===== src/design/csv_record_field_parser_macros.svh =====
// Assertion macros for the CSV record and field parser.
// Used by the top level; expects clk_i and rst_ni in scope.
`ifndef CSV_RECORD_FIELD_PARSER_MACROS_SVH
`define CSV_RECORD_FIELD_PARSER_MACROS_SVH

// Same-cycle implication, checked outside reset.
`define CSV_RFP_ASSERT_NOW(lbl, ante, cons, msg) \
  lbl: assert property (@(posedge clk_i) disable iff (!rst_ni) (ante) |-> (cons)) \
    else $error(msg);

// Next-cycle implication, checked outside reset.
`define CSV_RFP_ASSERT_NEXT(lbl, ante, cons, msg) \
  lbl: assert property (@(posedge clk_i) disable iff (!rst_ni) (ante) |=> (cons)) \
    else $error(msg);

`endif


===== src/design/csv_rfp_pkg.sv =====
// Shared types, constants and the per-byte parse function of the CSV parser.
// No dependencies.
package csv_rfp_pkg;

  localparam logic [7:0] CH_LF = 8'd10;
  localparam logic [7:0] CH_CR = 8'd13;
  localparam logic [7:0] SEP_RESET = 8'd44;
  localparam logic [7:0] QUOTE_RESET = 8'd34;

  localparam logic [1:0] KIND_DATA   = 2'd0;
  localparam logic [1:0] KIND_FIELD  = 2'd1;
  localparam logic [1:0] KIND_RECORD = 2'd2;

  // Configuration register indexes
  localparam logic CFG_SEP   = 1'b0;
  localparam logic CFG_QUOTE = 1'b1;

  typedef struct packed {
    logic [7:0] data_byte;
    logic       end_of_input;
  } in_word_t;

  typedef struct packed {
    logic [7:0] out_byte;
    logic [1:0] out_kind;
    logic       last_of_run;
  } out_word_t;

  typedef struct packed {
    logic in_quoted;
    logic quote_seen;
    logic cr_held;
    logic at_field_start;
    logic record_open;
  } parse_st_t;

  localparam parse_st_t PARSE_RESET = '{
    in_quoted: 1'b0, quote_seen: 1'b0, cr_held: 1'b0,
    at_field_start: 1'b1, record_open: 1'b0};

  typedef struct packed {
    parse_st_t st;
    logic      emit;
    out_word_t word;
  } take_t;

  // Up to two result words produced by one input word
  typedef struct packed {
    logic [1:0] n;
    out_word_t  r0;
    out_word_t  r1;
  } step_t;

  function automatic out_word_t mk_word(logic [7:0] b, logic [1:0] kind);
    out_word_t w;
    w.out_byte    = b;
    w.out_kind    = kind;
    w.last_of_run = 1'b0;
    return w;
  endfunction

  // Handle one byte against the parse state; emits at most one word.
  function automatic take_t take_byte(parse_st_t s, logic [7:0] b,
                                      logic [7:0] sep, logic [7:0] quo);
    take_t t;
    logic  plain;
    t.st   = s;
    t.emit = 1'b0;
    t.word = mk_word(8'd0, KIND_DATA);
    plain  = 1'b1;
    if (s.in_quoted) begin
      if (s.quote_seen) begin
        t.st.quote_seen = 1'b0;
        if (b == quo) begin
          // doubled quote: one literal quote
          t.emit = 1'b1;
          t.word = mk_word(b, KIND_DATA);
          plain  = 1'b0;
        end else begin
          t.st.in_quoted = 1'b0;
        end
      end else if (b == quo) begin
        t.st.quote_seen  = 1'b1;
        t.st.record_open = 1'b1;
        plain            = 1'b0;
      end else begin
        t.emit           = 1'b1;
        t.word           = mk_word(b, KIND_DATA);
        t.st.record_open = 1'b1;
        plain            = 1'b0;
      end
    end
    if (plain) begin
      if (b == sep) begin
        t.emit              = 1'b1;
        t.word              = mk_word(8'd0, KIND_FIELD);
        t.st.at_field_start = 1'b1;
        t.st.record_open    = 1'b1;
      end else if (b == CH_LF) begin
        t.emit              = 1'b1;
        t.word              = mk_word(8'd0, KIND_RECORD);
        t.st.at_field_start = 1'b1;
        t.st.record_open    = 1'b0;
      end else if (b == quo && s.at_field_start) begin
        t.st.in_quoted      = 1'b1;
        t.st.at_field_start = 1'b0;
        t.st.record_open    = 1'b1;
      end else begin
        t.emit              = 1'b1;
        t.word              = mk_word(b, KIND_DATA);
        t.st.at_field_start = 1'b0;
        t.st.record_open    = 1'b1;
      end
    end
    return t;
  endfunction

endpackage


===== src/design/csv_rfp_core.sv =====
// Next-state and result logic for one input word of the CSV parser.
// Depends on csv_rfp_pkg.
module csv_rfp_core import csv_rfp_pkg::*; (
  input  parse_st_t  st_i,
  input  logic [7:0] sep_i,
  input  logic [7:0] quote_i,
  input  in_word_t   word_i,
  output parse_st_t  st_o,
  output step_t      step_o
);

  take_t     t_cr;
  take_t     t_b;
  parse_st_t st_mid;
  logic      cr_path;
  logic      e0;
  logic      e1;
  out_word_t w0;
  out_word_t w1;

  always_comb begin
    // A held CR is replayed unless the new word is an LF byte without end of input
    cr_path = st_i.cr_held && (word_i.end_of_input || word_i.data_byte != CH_LF);
    t_cr    = take_byte(st_i, CH_CR, sep_i, quote_i);
    st_mid  = cr_path ? t_cr.st : st_i;
    st_mid.cr_held = 1'b0;
    t_b     = take_byte(st_mid, word_i.data_byte, sep_i, quote_i);

    e0 = cr_path && t_cr.emit;
    w0 = t_cr.word;

    if (word_i.end_of_input) begin
      e1   = st_mid.record_open || st_mid.in_quoted;
      w1   = mk_word(8'd0, KIND_RECORD);
      st_o = PARSE_RESET;
    end else if (word_i.data_byte == CH_CR) begin
      e1   = 1'b0;
      w1   = t_b.word;
      st_o = st_mid;
      st_o.cr_held = 1'b1;
    end else begin
      e1   = t_b.emit;
      w1   = t_b.word;
      st_o = t_b.st;
    end

    w0.last_of_run = 1'b0;
    w1.last_of_run = 1'b1;
    step_o.n  = {1'b0, e0} + {1'b0, e1};
    step_o.r0 = e0 ? w0 : w1;
    step_o.r1 = w1;
    if (e0 && !e1) begin
      step_o.r0.last_of_run = 1'b1;
    end
  end

endmodule


===== src/design/csv_rfp_outbuf.sv =====
// Two-word result register feeding the output channel of the CSV parser.
// Depends on csv_rfp_pkg.
module csv_rfp_outbuf import csv_rfp_pkg::*; (
  input  logic      clk_i,
  input  logic      rst_ni,
  input  logic      push_i,
  input  step_t     step_i,
  output logic      ready_o,
  output logic      out_valid_o,
  input  logic      out_stall_i,
  output out_word_t out_word_o
);

  logic [1:0] cnt_q, cnt_d;
  out_word_t  slot0_q, slot0_d;
  out_word_t  slot1_q, slot1_d;
  logic       pop;

  assign pop         = (cnt_q != 2'd0) && !out_stall_i;
  // Load only when everything held leaves this cycle
  assign ready_o     = (cnt_q == 2'd0) || (cnt_q == 2'd1 && !out_stall_i);
  assign out_valid_o = (cnt_q != 2'd0);
  assign out_word_o  = slot0_q;

  always_comb begin
    cnt_d   = cnt_q;
    slot0_d = slot0_q;
    slot1_d = slot1_q;
    if (push_i) begin
      cnt_d   = step_i.n;
      slot0_d = step_i.r0;
      slot1_d = step_i.r1;
    end else if (pop) begin
      cnt_d   = cnt_q - 2'd1;
      slot0_d = slot1_q;
    end
  end

  always_ff @(posedge clk_i or negedge rst_ni) begin
    if (!rst_ni) begin
      cnt_q <= 2'd0;
    end else begin
      cnt_q <= cnt_d;
    end
  end

  always_ff @(posedge clk_i) begin
    slot0_q <= slot0_d;
    slot1_q <= slot1_d;
  end

endmodule


===== src/design/csv_record_field_parser.sv =====
// CSV record and field parser: takes one raw byte per word and gives field
// bytes, end-of-field and end-of-record words. Rate: one input word per cycle
// while the output is not stalled and each word yields at most one result; a
// word that yields two (a held CR replayed ahead of a byte other than LF that
// gives a word of its own, or ahead of an end of input that closes the record)
// holds the input off until its second word is leaving. The two-word result
// register is the limit. A CR is held one word to drop CR before LF.
// Depends on csv_rfp_pkg, csv_rfp_core, csv_rfp_outbuf and the macro header.
`include "csv_record_field_parser_macros.svh"

module csv_record_field_parser import csv_rfp_pkg::*; (
  input  logic       clk_i,
  input  logic       rst_ni,
  input  logic       cfg_we_i,
  input  logic       cfg_idx_i,
  input  logic [7:0] cfg_wdata_i,
  input  logic       in_valid_i,
  output logic       in_stall_o,
  input  in_word_t   in_word_i,
  output logic       out_valid_o,
  input  logic       out_stall_i,
  output out_word_t  out_word_o
);

  logic [7:0] sep_q;
  logic [7:0] quote_q;
  parse_st_t  st_q;
  parse_st_t  st_d;
  step_t      step;
  logic       ready;
  logic       in_acc;

  assign in_stall_o = !ready;
  assign in_acc     = in_valid_i && ready;

  csv_rfp_core u_core (
    .st_i    (st_q),
    .sep_i   (sep_q),
    .quote_i (quote_q),
    .word_i  (in_word_i),
    .st_o    (st_d),
    .step_o  (step)
  );

  csv_rfp_outbuf u_outbuf (
    .clk_i       (clk_i),
    .rst_ni      (rst_ni),
    .push_i      (in_acc),
    .step_i      (step),
    .ready_o     (ready),
    .out_valid_o (out_valid_o),
    .out_stall_i (out_stall_i),
    .out_word_o  (out_word_o)
  );

  always_ff @(posedge clk_i or negedge rst_ni) begin
    if (!rst_ni) begin
      sep_q   <= SEP_RESET;
      quote_q <= QUOTE_RESET;
    end else if (cfg_we_i) begin
      case (cfg_idx_i)
        CFG_SEP:   sep_q   <= cfg_wdata_i;
        CFG_QUOTE: quote_q <= cfg_wdata_i;
        default:   sep_q   <= sep_q;
      endcase
    end
  end

  always_ff @(posedge clk_i or negedge rst_ni) begin
    if (!rst_ni) begin
      st_q <= PARSE_RESET;
    end else if (in_acc) begin
      st_q <= st_d;
    end
  end

  `CSV_RFP_ASSERT_NOW(a_mark_zero, out_valid_o && out_word_o.out_kind != KIND_DATA, out_word_o.out_byte == 8'd0, "mark word carries nonzero byte")
  `CSV_RFP_ASSERT_NOW(a_seen_in_quote, st_q.quote_seen, st_q.in_quoted, "quote pending outside quoted field")
  `CSV_RFP_ASSERT_NOW(a_quote_not_start, st_q.in_quoted, !st_q.at_field_start, "quoted field marked as field start")
  `CSV_RFP_ASSERT_NEXT(a_eoi_clears, in_acc && in_word_i.end_of_input, st_q == PARSE_RESET, "parse state not cleared after end of input")

endmodule


===== config.mk =====
export PLATFORM = sky130hd
export DESIGN_NAME = csv_record_field_parser
export DESIGN_NICKNAME = d
export VERILOG_FILES = /design/src/design/csv_rfp_pkg.sv /design/src/design/csv_rfp_core.sv /design/src/design/csv_rfp_outbuf.sv /design/src/design/csv_record_field_parser.sv
export VERILOG_INCLUDE_DIRS = /design/src /design/src/design
export SDC_FILE = /design/constraint.sdc
export NUM_CORES = 1
export LEC_CHECK = 0
export BUFFER_PORTS_ARGS = -buffer_cell sky130_fd_sc_hd__buf_2
export CORE_MARGIN = 3
export CORE_UTILIZATION = 40
export CTS_CLUSTER_SIZE = 10
export DETAILED_ROUTE_END_ITERATION = 8
export PLACE_DENSITY = 0.68
export RECOVER_POWER = 50
export SLEW_MARGIN = 20
export SYNTH_ARGS = -nofsm -noshare
export SYNTH_HDL_FRONTEND = slang
export SYNTH_SLANG_ARGS = --single-unit

===== constraint.sdc =====
create_clock -name clk_i -period 5.6 [get_ports clk_i]
set_input_delay 1.68 -clock clk_i [delete_from_list [all_inputs] [get_ports clk_i]]
set_output_delay 1.68 -clock clk_i [all_outputs]
set_load 0.005 [all_outputs]

* After elaboration in Yosys (flattened, before gate mapping)
Index checks and enable logic that the tools add are counted.
** Word-level totals
- Flip-flop bits (word level) :: 44
- Input bits :: 23
- Output and inout port bits :: 13
- Logic and storage cells :: 93
** Operators by class
- $add $sub $neg :: 2
- Equality and inequality tests :: 8
- Muxes and demuxes :: 50
- Bitwise logic cells :: 1
- Reduce and logical (&&, ||, !) cells :: 19
** Operators with widths (count)
- $mux 12 :: 8
- $mux 14 :: 5
- $mux 11 :: 4
- $mux 13 :: 2
- $mux 1 :: 24
- $eq 4x8->1 const A :: 2
- $eq 8x4->1 const B :: 2
- $eq 8x8->1 :: 2
- $mux 5 :: 3
- $logic_and 1x1->1 :: 8
- $mux 2 :: 4
- $ne 8x4->1 const B :: 1
- $reduce_and 2->1 :: 2
- $reduce_bool 2->1 :: 2
- $logic_not 1->1 :: 3
- $logic_or 1x1->1 :: 3
- $add 1x1->2 :: 1
- $eq 2x1->1 const B :: 1
- $logic_not 2->1 :: 1
- $sub 2x1->2 const B :: 1
- $not 1->1 :: 1

* Logic depth before layout (Yosys ltp)
Gate-level depths: netlist (run 1).
- Depth after elaboration :: 20
- Depth in mapped cells :: 13

* By module
A second synthesis (run 1) with hierarchy kept.
** Unflattened totals
- Cell total of the unflattened synthesis :: 231
- Area total of the unflattened synthesis :: 2841.5 um^2
** By module, submodules not included
- csv_rfp_core :: times used 1, cells an instance 130, area each 1039.7 um^2, seq. area each 0.0 um^2
- csv_rfp_outbuf :: times used 1, cells an instance 53, area each 959.7 um^2, seq. area each 710.7 um^2
- csv_record_field_parser :: times used 1, cells an instance 48, area each 842.1 um^2, seq. area each 533.0 um^2

* Worst setup path after synthesis (run 1)
OpenSTA, ideal clock, no wires.
- Kind :: input port to flip-flop
- From :: in in_word_i[1] (netlist bit)
- To :: reg u_outbuf.slot0_q (netlist bit u_outbuf.out_word_o[8]), data pin
- Setup time :: 0.257 ns
- Arrival :: 4.174 ns
- Slack :: 1.169 ns
- Stages on the path :: 12
- Cells stage by stage :: or4b_1 o311a_1 nand2_1 o21ai_2 ha_1 o21ba_2 a32oi_4 and2_4 a31oi_2 o211ai_4 buf_6 a32o_1
** RTL lines
- start: declaration :: RTL line csv_record_field_parser.sv:19 : input in_word_t in_word_i,
- end signal: assignment :: RTL line csv_rfp_outbuf.sv:48 : slot0_q <= slot0_d;
- end: declaration :: RTL line csv_rfp_outbuf.sv:15 : out_word_t slot0_q, slot0_d;

* Final worst setup path (run 1)
- From :: in in_word_i[1] (netlist bit)
- To :: reg u_outbuf.cnt_q[0]
** Between the ends
- Cells in the longest elaborated chain, start to end :: 14
- Elaborated cells on any way between the ends :: 26
** Ends and longest elaborated chain
- $ne 8x4->1 :: RTL line csv_rfp_core.sv:23 : cr_path = st_i.cr_held && (word_i.end_of_input || word_i.data_byte != CH_LF);
- $logic_or 1x1->1 :: RTL line csv_rfp_core.sv:23
- $logic_and 1x1->1 :: RTL line csv_rfp_core.sv:23
- $mux 5 :: RTL line csv_rfp_core.sv:25 : st_mid = cr_path ? t_cr.st : st_i;
- $mux 12 :: RTL line csv_rfp_pkg.sv:72 : if (s.quote_seen) begin
- $mux 13 :: RTL line csv_rfp_pkg.sv:71 : if (s.in_quoted) begin
- $mux 12 :: RTL line csv_rfp_pkg.sv:104 : end else if (b == quo && s.at_field_start) begin
- $mux 14 :: RTL line csv_rfp_pkg.sv:99 : end else if (b == CH_LF) begin
- $mux 14 :: RTL line csv_rfp_pkg.sv:94 : if (b == sep) begin
- $mux 14 :: RTL line csv_rfp_pkg.sv:93 : if (plain) begin
- $mux 1 :: RTL line csv_rfp_core.sv:36 : end else if (word_i.data_byte == CH_CR) begin
- $mux 1 :: RTL line csv_rfp_core.sv:32 : if (word_i.end_of_input) begin
- $add 1x1->2 (*) :: RTL line csv_rfp_core.sv:49 : step_o.n = {1'b0, e0} + {1'b0, e1};
- $mux 2 (*) :: RTL line csv_rfp_outbuf.sv:29 : if (push_i) begin
- end signal: assignment :: RTL line csv_rfp_outbuf.sv:43 : cnt_q <= cnt_d;
- end: declaration :: RTL line csv_rfp_outbuf.sv:14 : logic [1:0] cnt_q, cnt_d;
Every way passes the cells marked *; elsewhere a longest branch is shown, timed or not.
A chain may end at the register's enable or synchronous reset.

==> results.toml, run 1 <==
[yosys]
post_synth_fa_ha_maj_area_fraction_pct = 4.04
yosys_most_used_dff = "edfxtp_1"
synthesis.yosys.warnings = 0
synth_compound_area_share_pct = 15.6
postSynthNetCount = 247
syn_inst = 216
synth.cell_area_um2 = 2470
post_synth_num_cell_types = 50
synth_seq_cells = 44
netlist.top_cell.by_area = "edfxtp_1"
synthXorXnorAreaFrac_pct = 5.66
synthDominantCellAreaShare_pct = 25.5
synth_mux_area_share_pct = 7.68
synth_top_family_by_area = "compound AO/OA/AOI/OAI gates"
synth_async_sr_flop_share_pct = 52.3
synthSimpleGateAreaFrac_pct = 15.0
synth_edf_count = 21
syn_avg_cell_area_um2 = 11.5
synth_area_leaders = "edfxtp_1 25%, dfrtp_1 17%, mux2_2 7.3%"
synth-seq-area-share_pct = 49.0

[pwr]
p_sw_share_pct = 30.5
seqPwrFrac_pct = 48.4
cell_internal_pwr_mw = 0.685
net-switching-power_mw = 0.300
power.density_cell_area_nw_per_um2 = 350
worst_ir_drop_vdd_mv = 0.201
fin_total_pwr_mw = 0.985
share_comb_of_total_power_pct = 26.4
power.share.clock_pct = 25.2
leakagePower_nw = 1.14

[die]
fp.coreArea_um2 = 5960
floorplan.io_pins = 36
die_area_um2 = 7170
floorplan.die.width_um = 84.7
starting_utilization_of_the_core_area_pct = 41.6
row_count = 28
floorplan.die.height_um = 84.7

[global_route]
maximum_number_of_pins_on_one_net_before_global_route_repair = 26
grt_first_pass_wirelength_mm = 8.58
grt-ovfl-total = 0
via_count_of_the_first_global_routing_pass = 1690
grt_antenna_before_repair = 0
grt_util_all_layers_pct = 14.9

[timing]
hold_slack_ns = 0.531
setup_total_negative_slack_ns = 0
finalCritPeriodShare_pct = 78.5
fmaxAchievable_ghz = 0.228
setup_viol_count_final = 0
fin_ws_ns = 1.21
fin_skew_ns = 0.00906
unrepaired_setup_endpoints_after_global_routing = "no"
post-route-min-period_ns = 4.39
report.final.slew_viol_count = 16
slew_at_the_pin_with_the_worst_max_slew_slack_ns = 1.93
report.final.hold_viol_count = 0
maxSlewHeadroom_pct = -30.1

[clock_network]
cts.root.buffer_cell = "clkbuf_8"
tritoncts = "done"
cts-hold-fix-buffers = 0
cts_max_path_buffers = 2
clock_sinks = 44
cts-buffers-inserted = 5
cts.htree.levels = 2
clk-insertion-delay-late_ns = 0.30
post_cts.resized_instances = 0
postCtsSetupRepairBufs = 0
worst_setup_hold_path_clk_slew_ns = 0.09

[setup_path]
timing.critical_path.fanout_max = 6
type_of_element_launching_the_critical_path = "primary input"
timing.critical_path.from = "in_word_i[1]"
worstReg2RegEnd = "u_outbuf.cnt_q[0]$_DFFE_PN0P_"
cp.arrival_ns = 4.58
worst-r2r-setup-slack_ns = 2.46
ff_to_ff_path_depth = 13
end_kind = "flip-flop"
critPathRequiredTime_ns = 5.79
timing.rr.start = "quote_q[4]$_DFFE_PN0P_"
crit_type = "in2reg"
worst_setup_path_endpoint = "u_outbuf.cnt_q[0]$_DFFE_PN0P_"

[place]
routabilityCongestion = 1.04
pre_cts_slack_ns = 0.872
port_buffers = 35
place_area_um2 = 2710
dp_hpwl_mm = 3.81

[cells_and_area]
number_of_diodes_added_for_antenna_fixing = 0
syn2layout_area_growth_pct = 13.9
finish.net_count = 283
filler_cell_count = 558
design_area_um2 = 2820
drive_above_1_share_pct = 28.1

[route]
drtPass1Iterations = 5
detail_route.drc_violations = 0
total_number_of_vias = 1757
dr.first_iter.drc_count = 125
finalWirelength_mm = 5.11
postRouteAntennaNets = 0
via_per_inst = 5.36
routedWlPerCell_um = 15.6

[status]
violated_checks = "max-capacitance violations, max-slew violations"
run_status = "finished with violations"

[job]
cap_violations = 1

[hold_path]
hold_path_class = "reg2reg"
cells by family (layout without fill, tap and decap cells):
group,Yosys count,count (layout)
mux,17,17
compound gates,45,45
xor+xnor,16,16
fa+ha+maj,8,8
flops,44,44
buf+inv,17,54
simple gates,69,69
synthesized netlist by cell type, drive strengths merged (2+ instances only):
library cell,number
nor3,3
a22o,2
a31oi,2
or4b,2
nand4,2
nor4,6
dfstp,6
nor2b,4
o311ai,2
nand4b,2
or4,2
a32o,6
a21o,3
ha,8
and2,9
clkbuf,4
nand3,4
edfxtp,21
a21oi,6
nand2b,2
mux2,16
nand2,20
dfrtp,17
a41o,3
nor2,10
inv,10
o21ai,12
xor2,16
buf,2
o31ai,2
cell type report:
| class | instances | area (µm²) | area share (%) |
|---|---|---|---|
| inverter | 11 | 41.3 | 1.46 |
| sequential | 44 | 1210 | 43.1 |
| clock buffer | 5 | 68.8 | 2.44 |
| timing repair buffer | 35 | 169 | 5.99 |
| tap | 75 | 93.8 | 3.33 |
| clock inverter | 3 | 46.3 | 1.64 |
| multi-input combinational | 155 | 1190 | 42.1 |
flip-flops by register name, indices dropped and copies added (netlist names):
name	flops
u_outbuf.out_word_o	11
sep_q	8
quote_q	8
u_outbuf.cnt_q	2
st_q	5
u_outbuf.slot1_q	10
worst min-delay path by stage:
stage	slack [ns]	end	depth (start not counted)	startpoint
after floorplan	0.48	st_q[3]$_DFFE_PN0P_	2	st_q[3]$_DFFE_PN0P_
after global placement	0.51	u_outbuf.out_word_o[1]$_DFFE_PP_	2	u_outbuf.slot1_q[1]$_DFFE_PP_
after detailed placement	0.51	st_q[3]$_DFFE_PN0P_	2	st_q[3]$_DFFE_PN0P_
after CTS	0.54	st_q[3]$_DFFE_PN0P_	2	st_q[3]$_DFFE_PN0P_
after global routing	0.57	u_outbuf.out_word_o[9]$_DFFE_PP_	1	u_outbuf.slot1_q[9]$_DFFE_PP_
final	0.53	st_q[3]$_DFFE_PN0P_	2	st_q[3]$_DFFE_PN0P_
power groups by stage:
stage	Clock, mW	Sequential, mW	Combinational (mW)
after floorplan	0	0.476	0.181
after global placement	0	0.480	0.256
after detailed placement	0	0.483	0.267
after CTS	0.256	0.476	0.268
after global routing	0.271	0.485	0.297
final	0.248	0.477	0.260
metrics by stage:
stage          util (%)  std cells
2_1_floorplan         -        216
3_3_place_gp       45.5        320
3_5_place_dp       45.6        320
4_1_cts            47.5        328
5_1_grt            47.3        328
6_report           47.3        328
routing by layer:
| metal | track usage (%) | wire, µm |
|---|---|---|
| met1 | 20.5 | 2410 |
| met2 | 23.1 | 2390 |
| met3 | 3.14 | 203 |
| met4 | 5.32 | 116 |
| met5 | 0 | 0 |
worst max-delay path, cell delays in order:
cell      delay, ns
buf_2          0.14
or4b_1         0.63
o311a_1        0.36
o21ai_2        0.16
ha_1           0.20
o21ba_2        0.18
a32oi_4        0.29
o311ai_1       0.17
a31oi_1        0.27
ha_1           0.27
o21ai_0        0.16
nor2_1         0.07
placed cells by master, fill, tap and decap left out, drive strengths merged, types with 2 or more instances in the layout:
cell type   n
buf        30
edfxtp     21
nand2      20
dfrtp      17
xor2       16
mux2       16
o21ai      12
inv        11
nor2       10
clkbuf     10
and2        9
ha          8
nor4        6
a21oi       6
dfstp       6
a32o        6
nor2b       4
nand3       4
nor3        3
a21o        3
a41o        3
or4         2
nand4b      2
nand4       2
nand2b      2
a22o        2
o31ai       2
or4b        2
o311ai      2
a31oi       2
No activity file was read; power rests on OpenSTA's default activity.
==> run 2, diff against run 1 <==
- clock period: 5.6 -> 4.1 ns (I/O delays scaled with it)
==> run 2 against run 1 <==
Effect of this change:
- the flow now finishes without violations
- clock power rose by 37%
- global-route usage is 1.5 points higher
- count of clock-buffer cells in the layout increased by 2
- utilization grew 2.0 points
- sequential cell count unchanged
- sequential share of layout area shrank 1.7 points
- combinational power rose by 46%
- clock skew shrank 0.0047 ns
- via count increased by 5.7%
- final area increased by 4.1%
- critical path type unchanged
- critical endpoint is now u_outbuf.out_word_o[10]$_DFFE_PP_
- highest routed layer unchanged
==> results.toml, run 2 (same netlist as run 1, synthesis figures left out) <==
[status]
run_status = "finished, final reports clean"

[job]
cap_violations = 0

[global_route]
maximum_number_of_pins_on_one_net_before_global_route_repair = 26
grt-ovfl-total = 0
grt_antenna_before_repair = 0
grt_first_pass_wirelength_mm = 9.16
grt_util_all_layers_pct = 16.3
via_count_of_the_first_global_routing_pass = 1815

[place]
routabilityCongestion = 0.901
pre_cts_slack_ns = 0.0144
port_buffers = 35
place.detailed.instances = 336
place_area_um2 = 2830
dp_hpwl_mm = 4.22

[route]
drtPass1Iterations = 5
routedWlPerCell_um = 16.4
dr.first_iter.drc_count = 84
total_number_of_vias = 1858
via_per_inst = 5.40
detail_route.drc_violations = 0
finalWirelength_mm = 5.65
postRouteAntennaNets = 0

[clock_network]
clk-insertion-delay-late_ns = 0.30
cts_max_path_buffers = 2
cts-hold-fix-buffers = 0
cts.root.buffer_cell = "clkbuf_8"
clock_sinks = 44
cts-buffers-inserted = 5
tritoncts = "done"
post_cts.resized_instances = 0
postCtsSetupRepairBufs = 0
cts.htree.levels = 2
worst_setup_hold_path_clk_slew_ns = 0.09

[pwr]
power.density_cell_area_nw_per_um2 = 466
fin_total_pwr_mw = 1.37
leakagePower_nw = 1.21
worst_ir_drop_vdd_mv = 0.227

[cells_and_area]
layoutNonFillerInstCount = 344
number_of_diodes_added_for_antenna_fixing = 0
largest_reg_flops = 11
filler_cell_count = 575
design_area_um2 = 2940
mostFrequentLayoutCell = "buf_2"
drive_above_1_share_pct = 31.6
layout.core_utilization_pct = 49.3
multi_input_area_um2 = 1190
regArea_um2 = 1210
syn2layout_area_growth_pct = 18.6
final_cell_mix = "29 x buf_2, 21 x edfxtp_1, 20 x nand2_1, 17 x dfrtp_1"
finish.net_count = 299

[timing]
report.final.slew_viol_count = 0
post-route-min-period_ns = 3.77
report.final.hold_viol_count = 0
setup_total_negative_slack_ns = 0
hold_slack_ns = 0.528
setup_viol_count_final = 0
fin_skew_ns = 0.00439
maxSlewHeadroom_pct = 17.4
fin_ws_ns = 0.335
fmaxAchievable_ghz = 0.266
unrepaired_setup_endpoints_after_global_routing = "no"
finalCritPeriodShare_pct = 91.8
slew_at_the_pin_with_the_worst_max_slew_slack_ns = 1.24

[setup_path]
cp_cell_sequence = "buf_2 > or4b_4 > o311a_1 > nand2_1 > o21ai_2 > ha_1 > o21ba_2 > a32oi_4 > and2_4 > a31oi_2 > o211ai_4 > a32o_1"
cp.arrival_ns = 3.83
critPathRequiredTime_ns = 4.16
timing.critical_path.fanout_max = 16
critPathMaxStageDelay_ns = 0.53
timing.critical_path.max_delay_family = "compound AO/OA/AOI/OAI gates"
end_kind = "flip-flop"
crit_type = "in2reg"
path_buf_inv = 1
crit_path_slowest_cell = "or4b_4"
type_of_element_launching_the_critical_path = "primary input"

[die]
floorplan.die.width_um = 84.7
floorplan.io_pins = 36
starting_utilization_of_the_core_area_pct = 41.6
die_area_um2 = 7170
floorplan.die.height_um = 84.7
fp.coreArea_um2 = 5960
row_count = 28

[hold_path]
hold_path_class = "reg2reg"
## run 2: changes by cell type in the layout (fill, tap and decap cells not counted), sizes merged
cell	previous run	this run
clkinv	1	2
clkinvlp	1	0
clkbuf	10	14
buf	30	44
inv	11	10
bufinv	1	0
## run 2: final cells by class
class,instances,share of cell area [%]
multi-input combinational,155,40.4
sequential,44,41.3
inverter,11,1.41
tap,75,3.20
timing repair buffer,51,9.68
clock inverter,1,0.298
clock buffer,7,3.67
## run 2: where the power goes
group	total [mW]	switching [mW]	internal, mW
sequential	0.649	0.0513	0.598
combinational	0.379	0.211	0.168
clock	0.339	0.164	0.175
## run 2: path summary, 6_finish.rpt
path	from	cells past startpoint	endpoint	slack, ns
max	in_word_i[3]	12	u_outbuf.out_word_o[10]$_DFFE_PP_	0.33
min	st_q[1]$_DFFE_PN1P_	2	st_q[1]$_DFFE_PN1P_	0.53
max reg2reg	quote_q[4]$_DFFE_PN0P_	13	u_outbuf.cnt_q[0]$_DFFE_PN0P_	0.98
min reg2reg	st_q[1]$_DFFE_PN1P_	2	st_q[1]$_DFFE_PN1P_	0.53
max in group asynchronous	rst_ni	1	quote_q[7]$_DFFE_PN0P_	2.20
min in group asynchronous	rst_ni	1	sep_q[0]$_DFFE_PN0P_	1.17
## run 2: routing by layer
metal  track usage (%)  part of all wire, %  wire length, µm  vias up
met5                 0                    0                0        -
met3              3.53                  6.1              347        6
met2              26.9                   47             2690       56
li1                  -                    -                -      897
met1              21.8                   45             2550      899
met4              4.32                  1.3               71        0
## run 2: worst register-to-register path, delay by kind of cell, from the launching register on
family | cells | cell delay (ns)
AOI/OAI and AO/OA | 6 | 1.08
and+or+nand+nor | 4 | 0.88
adders and majority gates | 3 | 0.64
DFF | 1 | 0.42
